**src/design/hcbd_pkg.sv**
```systemverilog
`default_nettype none
package hcbd_pkg;

    localparam int SIZE_BITS  = 32;
    localparam int COUNT_BITS = 32;
    localparam int CMP_BITS   = (COUNT_BITS > 32) ? COUNT_BITS : 32;

    localparam int CFG_DATA_BITS = 32;
    localparam int LEN_BITS      = 32;

    localparam logic [7:0] CHR_EXT = 8'h3B;
    localparam logic [7:0] CHR_CR  = 8'h0D;
    localparam logic [7:0] CHR_LF  = 8'h0A;

    localparam logic [2:0] PH_SIZE      = 3'd0;
    localparam logic [2:0] PH_EXT       = 3'd1;
    localparam logic [2:0] PH_DATA      = 3'd2;
    localparam logic [2:0] PH_DATA_END  = 3'd3;
    localparam logic [2:0] PH_FINAL_END = 3'd4;
    localparam logic [2:0] PH_STOP      = 3'd5;

    localparam logic [1:0] ST_BUSY = 2'd0;
    localparam logic [1:0] ST_DONE = 2'd1;
    localparam logic [1:0] ST_BIG  = 2'd2;
    localparam logic [1:0] ST_BAD  = 2'd3;

    localparam logic CFG_MAX_BODY = 1'b0;
    localparam logic CFG_LIMIT_EN = 1'b1;

    localparam logic [CFG_DATA_BITS-1:0] MAX_BODY_RESET = 32'd1048576;

    typedef struct packed {
        logic       ok;
        logic [3:0] value;
    } t_hex;

    function automatic t_hex hex_decode(input logic [7:0] c);
        t_hex h;
        h.ok    = 1'b1;
        h.value = 4'd0;
        if (c >= 8'h30 && c <= 8'h39) begin
            h.value = c[3:0];
        end else if ((c >= 8'h61 && c <= 8'h66) || (c >= 8'h41 && c <= 8'h46)) begin
            h.value = c[3:0] + 4'd9;
        end else begin
            h.ok = 1'b0;
        end
        return h;
    endfunction

endpackage
`default_nettype wire

```
**src/design/http_chunked_body_decoder.sv**
```systemverilog
`default_nettype none
// Decodes an HTTP/1.1 chunked body one byte per cycle: a hex size line
// (extensions after ';' skipped up to CR LF), that many data bytes, then CR LF;
// a zero size must be followed at once by CR LF and ends the message. Every
// accepted byte gives exactly one result item in the next cycle, carrying the
// body byte if it was chunk data, the status (in progress, complete, payload
// too large, malformed) and the running body length. Throughput is one byte
// per clock: all decoding is a single pass from the input port into the result
// register, and the input is stalled only while a result waits on a stalled
// output. Once the status leaves in progress, bytes are ignored until an item
// with start_req set begins a new message. Registers: index 0 is the body size
// limit, index 1 enables the limit check; write them only while idle.
module http_chunked_body_decoder (
    input  wire logic                              i_clk,
    input  wire logic                              i_rst_n,
    input  wire logic                              i_valid,
    output logic                                   o_stall,
    input  wire logic [7:0]                        i_data_byte,
    input  wire logic                              i_start_req,
    output logic                                   o_valid,
    input  wire logic                              i_stall,
    output logic [7:0]                             o_body_byte,
    output logic                                   o_body_valid,
    output logic [1:0]                             o_status,
    output logic [hcbd_pkg::LEN_BITS-1:0]          o_body_length,
    input  wire logic                              i_cfg_we,
    input  wire logic                              i_cfg_idx,
    input  wire logic [hcbd_pkg::CFG_DATA_BITS-1:0] i_cfg_data
);
    import hcbd_pkg::*;

    logic [CFG_DATA_BITS-1:0] r_max_body;
    logic                     r_limit_en;

    logic [2:0]            r_phase;
    logic [SIZE_BITS-1:0]  r_chunk_left;
    logic [COUNT_BITS-1:0] r_body_count;
    logic [1:0]            r_final_status;
    logic                  r_digit_seen;
    logic                  r_cr_seen;

    logic [2:0]            n_phase;
    logic [SIZE_BITS-1:0]  n_chunk_left;
    logic [COUNT_BITS-1:0] n_body_count;
    logic [1:0]            n_final_status;
    logic                  n_digit_seen;
    logic                  n_cr_seen;
    logic                  n_body_valid;

    logic in_take;
    t_hex hex;

    assign o_stall = o_valid & i_stall;
    assign in_take = i_valid & ~o_stall;
    assign hex     = hex_decode(i_data_byte);

    always_comb begin
        n_phase        = r_phase;
        n_chunk_left   = r_chunk_left;
        n_body_count   = r_body_count;
        n_final_status = r_final_status;
        n_digit_seen   = r_digit_seen;
        n_cr_seen      = r_cr_seen;
        n_body_valid   = 1'b0;
        if (i_start_req) begin
            n_phase        = PH_SIZE;
            n_chunk_left   = '0;
            n_body_count   = '0;
            n_final_status = ST_BUSY;
            n_digit_seen   = 1'b0;
            n_cr_seen      = 1'b0;
        end
        if (n_final_status == ST_BUSY) begin
            case (n_phase)
                PH_SIZE: begin
                    if (n_cr_seen) begin
                        if (i_data_byte == CHR_LF) begin
                            n_cr_seen    = 1'b0;
                            n_digit_seen = 1'b0;
                            n_phase      = (n_chunk_left == '0) ? PH_FINAL_END : PH_DATA;
                        end else begin
                            n_final_status = ST_BAD;
                            n_phase        = PH_STOP;
                            n_cr_seen      = 1'b0;
                        end
                    end else if (i_data_byte == CHR_CR || i_data_byte == CHR_EXT) begin
                        if (!n_digit_seen) begin
                            n_final_status = ST_BAD;
                            n_phase        = PH_STOP;
                        end else if (i_data_byte == CHR_CR) begin
                            n_cr_seen = 1'b1;
                        end else begin
                            n_phase = PH_EXT;
                        end
                    end else if (!hex.ok || n_chunk_left[SIZE_BITS-1 -: 4] != 4'd0) begin
                        n_final_status = ST_BAD;
                        n_phase        = PH_STOP;
                    end else begin
                        n_chunk_left = {n_chunk_left[SIZE_BITS-5:0], hex.value};
                        n_digit_seen = 1'b1;
                    end
                end
                PH_EXT: begin
                    if (n_cr_seen && i_data_byte == CHR_LF) begin
                        n_cr_seen    = 1'b0;
                        n_digit_seen = 1'b0;
                        n_phase      = (n_chunk_left == '0) ? PH_FINAL_END : PH_DATA;
                    end else begin
                        n_cr_seen = (i_data_byte == CHR_CR);
                    end
                end
                PH_DATA: begin
                    if (n_body_count == {COUNT_BITS{1'b1}} ||
                        (r_limit_en && CMP_BITS'(n_body_count) >= CMP_BITS'(r_max_body))) begin
                        n_final_status = ST_BIG;
                        n_phase        = PH_STOP;
                        n_cr_seen      = 1'b0;
                    end else begin
                        n_body_count = n_body_count + 1'b1;
                        n_body_valid = 1'b1;
                        n_chunk_left = n_chunk_left - 1'b1;
                        if (n_chunk_left == '0) begin
                            n_phase   = PH_DATA_END;
                            n_cr_seen = 1'b0;
                        end
                    end
                end
                PH_DATA_END, PH_FINAL_END: begin
                    if (!n_cr_seen) begin
                        if (i_data_byte == CHR_CR) begin
                            n_cr_seen = 1'b1;
                        end else begin
                            n_final_status = ST_BAD;
                            n_phase        = PH_STOP;
                        end
                    end else if (i_data_byte == CHR_LF) begin
                        n_cr_seen = 1'b0;
                        if (n_phase == PH_FINAL_END) begin
                            n_final_status = ST_DONE;
                            n_phase        = PH_STOP;
                        end else begin
                            n_phase      = PH_SIZE;
                            n_chunk_left = '0;
                            n_digit_seen = 1'b0;
                        end
                    end else begin
                        n_final_status = ST_BAD;
                        n_phase        = PH_STOP;
                        n_cr_seen      = 1'b0;
                    end
                end
                default: begin
                end
            endcase
        end
    end

    always_ff @(posedge i_clk) begin
        if (!i_rst_n) begin
            r_max_body <= MAX_BODY_RESET;
            r_limit_en <= 1'b1;
        end else if (i_cfg_we) begin
            case (i_cfg_idx)
                CFG_MAX_BODY: r_max_body <= i_cfg_data;
                CFG_LIMIT_EN: r_limit_en <= i_cfg_data[0];
                default: begin
                end
            endcase
        end
    end

    always_ff @(posedge i_clk) begin
        if (!i_rst_n) begin
            r_phase        <= PH_SIZE;
            r_chunk_left   <= '0;
            r_body_count   <= '0;
            r_final_status <= ST_BUSY;
            r_digit_seen   <= 1'b0;
            r_cr_seen      <= 1'b0;
        end else if (in_take) begin
            r_phase        <= n_phase;
            r_chunk_left   <= n_chunk_left;
            r_body_count   <= n_body_count;
            r_final_status <= n_final_status;
            r_digit_seen   <= n_digit_seen;
            r_cr_seen      <= n_cr_seen;
        end
    end

    always_ff @(posedge i_clk) begin
        if (!i_rst_n) begin
            o_valid <= 1'b0;
        end else if (in_take) begin
            o_valid <= 1'b1;
        end else if (!i_stall) begin
            o_valid <= 1'b0;
        end
    end

    always_ff @(posedge i_clk) begin
        if (in_take) begin
            o_body_byte   <= n_body_valid ? i_data_byte : 8'd0;
            o_body_valid  <= n_body_valid;
            o_status      <= n_final_status;
            o_body_length <= LEN_BITS'(n_body_count);
        end
    end

endmodule
`default_nettype wire

```
**config.mk**
```make
export PLATFORM = sky130hd
export DESIGN_NAME = http_chunked_body_decoder
export DESIGN_NICKNAME = d
export VERILOG_FILES = /design/src/design/hcbd_pkg.sv /design/src/design/http_chunked_body_decoder.sv
export SDC_FILE = /design/constraint.sdc
export NUM_CORES = 1
export LEC_CHECK = 0
export BUFFER_PORTS_ARGS = -buffer_cell sky130_fd_sc_hd__buf_2
export CORE_MARGIN = 3
export CORE_UTILIZATION = 50
export CTS_CLUSTER_SIZE = 10
export DETAILED_ROUTE_END_ITERATION = 6
export PLACE_DENSITY = 0.69
export SYNTH_ARGS = -nofsm -noshare
export SYNTH_HDL_FRONTEND = slang
export SYNTH_SLANG_ARGS = --single-unit
```
**constraint.sdc**
```tcl
create_clock -name i_clk -period 12.8 [get_ports i_clk]
set_input_delay 1.28 -clock i_clk [delete_from_list [all_inputs] [get_ports i_clk]]
set_output_delay 1.28 -clock i_clk [all_outputs]
set_load 0.03 [all_outputs]
```
==> results.cfg <==
[power]
p_sw_share_pct = 31.5
ir_drop_v = 0.000107
p_leak_nw = 4.19
internal_power_mw = 0.852
clkPwrFrac_pct = 40.1
p_per_area_nw_per_um2 = 116
p_sw_mw = 0.393
total_power_mw = 1.24
combinationalPowerShare_pct = 18.6
pwr-share-seq_pct = 41.3

[synth]
synth-seq-cells = 148
ys.flop_type = dfxtp_1
ys_types = 98
synth_top_cell_area_share_pct = 21.6
yosys-top-cells-area = dfxtp_1 22%, edfxtp_1 13%, nand2_1 6.8%
async_reset_ff_share_pct = 0
yosysWarnings = 0
synth_nets = 1288
synthCells = 1202
ys_seq_area_share_pct = 34.8
synth_area_um2 = 9740
synth_edf_count = 43
syn_area_per_cell_um2 = 8.11
yosysTopAreaCell = dfxtp_1

[cells_and_area]
final_common_cell = nand2_1
nets = 1329
n_antenna_cell = 0
layout-drive-gt1-share_pct = 13.9
syn_to_final_growth_pct = 10.4
layout_common_cells = 175 x nand2_1, 105 x dfxtp_1, 91 x buf_2

[clock_tree]
clk-insertion-delay-late_ps = 440
cts_tree = done
postCtsSetupRepairBufs = 0
post_cts_resized = 0
clock_path_buffers = 2
clock-sinks = 148
clk_pin_slew_worst_paths_ps = 70
hold_buffers = 0
cts-root-buf = clkbuf_16
htree_levels = 4
numCtsBuffers = 17

[setup_path]
worstSetupPathType = input port to flop
crit_path_end = r_body_count[0]$_SDFFE_PN0P_
worstPathCellList = buf_2 > buf_4 > inv_2 > nand2_1 > inv_1 > ha_1 > nand4_1 > or4_1 > and4bb_2 > nand3_1 > o211a_1 > nand2_1 > clkinv_1 > xnor2_1 > o21ba_2
worstPathRequired_ps = 13130
rrSetupSlack_ps = 8100
rr_worst_depth = 11
cp-start-kind = input port
crit_fanout = 37
crit_top_cell = nand2_1
reg2reg_from = r_body_count[1]$_SDFFE_PN0P_
startpoint = i_start_req
cp_slowest_cell = nand2_1
max_stage_delay_ps = 740
critPathArrivalTime_ps = 6300
reg2reg_to = r_body_count[0]$_SDFFE_PN0P_
cp-end-kind = flop

[detailed_routing]
vias = 9599
drt-total-wl_mm = 29.3
drt_first_pass_iters = 7
drt.antenna.violating_nets = 0
vias_per_cell = 6.33
wl_per_cell_um = 19.3
drt_iter0_markers = 1370
drc = 21

[timing]
skew_ps = 7.93
timing.final.hold_violations = 0
slew_headroom_pct = 19.6
slew_viol_final = 0
period_needed_ps = 5970
setup_tns_ps = 0
finalCritPeriodShare_pct = 46.7
tightest_slew_ps = 1200
max_freq_mhz = 167
setup_viol_count_final = 0
rsz0062_at_grt = false

[floorplanning]
chipWidth_um = 146
die_h_um = 146
core_um2 = 18900
start_util_pct = 51.6
io_pins = 92
die-area_um2 = 21200
row_count = 50

[global_routing]
grt_start_max_net_pins = 66
grt_usage_pct = 26.8
grt_pass1_vias = 8805
grt_overflow = 0
antenna_found_initial = 0
grt_pass1_wl_mm = 46.6

[outcome]
violations = DRC
status = complete, but fails checks

[place]
place_congestion = 0.964
dp_hpwl_mm = 19.9
port_buffers = 91

[job]
max_cap_violations = 0

[hold_path]
min_path_type = flop to flop
hold_depth = 2
## cell usage after synthesis, types with 6 or more instances
library cell	count
nand2b_1	7
or2_2	7
mux2i_1	9
clkbuf_1	62
or4_1	19
clkbuf_8	6
a21oi_1	82
o21a_1	8
nor2b_1	35
nand4_1	24
nor4_1	18
a21o_1	10
o22ai_1	16
nor3_1	36
nand2_1	176
xor2_1	11
a22o_1	23
o211ai_1	7
and3_1	19
a22oi_1	10
a31oi_1	25
nand3_1	40
o31ai_1	11
nor2_1	77
or3_1	14
xnor2_1	23
buf_6	6
dfxtp_1	105
edfxtp_1	43
ha_1	39
o21ai_0	54
inv_1	52
## worst min path at each step
stage,startpoint,endpoint,slack [ps]
5_1_grt,r_max_body[24]$_SDFFE_PN0P_,r_max_body[24]$_SDFFE_PN0P_,470
3_3_place_gp,r_max_body[28]$_SDFFE_PN0P_,r_max_body[28]$_SDFFE_PN0P_,440
6_report,r_max_body[26]$_SDFFE_PN0P_,r_max_body[26]$_SDFFE_PN0P_,450
3_5_place_dp,r_max_body[9]$_SDFFE_PN0P_,r_max_body[9]$_SDFFE_PN0P_,450
4_1_cts,r_max_body[9]$_SDFFE_PN0P_,r_max_body[9]$_SDFFE_PN0P_,460
2_1_floorplan,r_max_body[10]$_SDFFE_PN0P_,r_max_body[10]$_SDFFE_PN0P_,440
## state kept, by name, summed over array words and instances, names as in the netlist
signal and cells:
o_valid 1, r_phase 3, r_cr_seen 1, o_body_valid 1, r_final_status 2, o_status 2
r_limit_en 1, o_body_byte 8, r_max_body 32, r_digit_seen 1, r_chunk_left 32, o_body_length 32
r_body_count 32
## power by group through the flow
| stage | Combinational (mW) | Clock, mW | Sequential, mW |
|---|---|---|---|
| 6_report | 0.232 | 0.499 | 0.514 |
| 5_1_grt | 0.251 | 0.521 | 0.515 |
| 3_5_place_dp | 0.225 | 0 | 0.523 |
| 2_1_floorplan | 0.151 | 0 | 0.533 |
| 3_3_place_gp | 0.223 | 0 | 0.523 |
| 4_1_cts | 0.226 | 0.505 | 0.513 |
## layout make-up
cell class | count | area (um2)
Inverter | 55 | 206
Clock buffer | 18 | 439
Tap cell | 260 | 325
Fill cell | 1793 | 8140
Sequential cell | 148 | 3390
Timing Repair Buffer | 101 | 531
Clock inverter | 14 | 140
Multi-Input combinational cell | 920 | 5720
## routing by layer
layer / routed length, um / share of wire [%] / global-route usage, % / up-vias
met5: 0 / 0 / 0 / -
met4: 697 / 2.4 / 8.45 / 0
met3: 2740 / 9.3 / 5.85 / 65
met2: 13100 / 45 / 41.8 / 513
met1: 12800 / 44 / 37.4 / 4502
li1: - / - / - / 4519
## cells by family after synthesis
logic type	Yosys count	synth area share [%]
xor+xnor	34	3.06
mux	11	1.16
compound gates	322	22.3
buf+inv	134	6.60
flops	148	34.8
fa+ha+maj	39	5.01
simple gates	514	27.1
## metrics by stage
stage	setup WS (ps)	utilization (%)	hold slack (ps)	std cells	cell area, um2
after global placement	6740	53.9	444	1484	10200
after detailed placement	6650	53.9	447	1484	10200
after global routing	6710	56.9	475	1516	10800
final	6830	56.9	454	1516	10800
after CTS	7020	56.9	456	1516	10800
after floorplan	7050	-	436	1202	9740
## worst max-delay path: cells and delay by family
kind	cells	cell delay [ps]
xor gates and xnor gates	1	250
buffers and inverters	5	1490
adders and majority gates	1	240
AOI/OAI and AO/OA	2	620
and+or+nand+nor	6	2390
(Power assumes the default switching activity.)
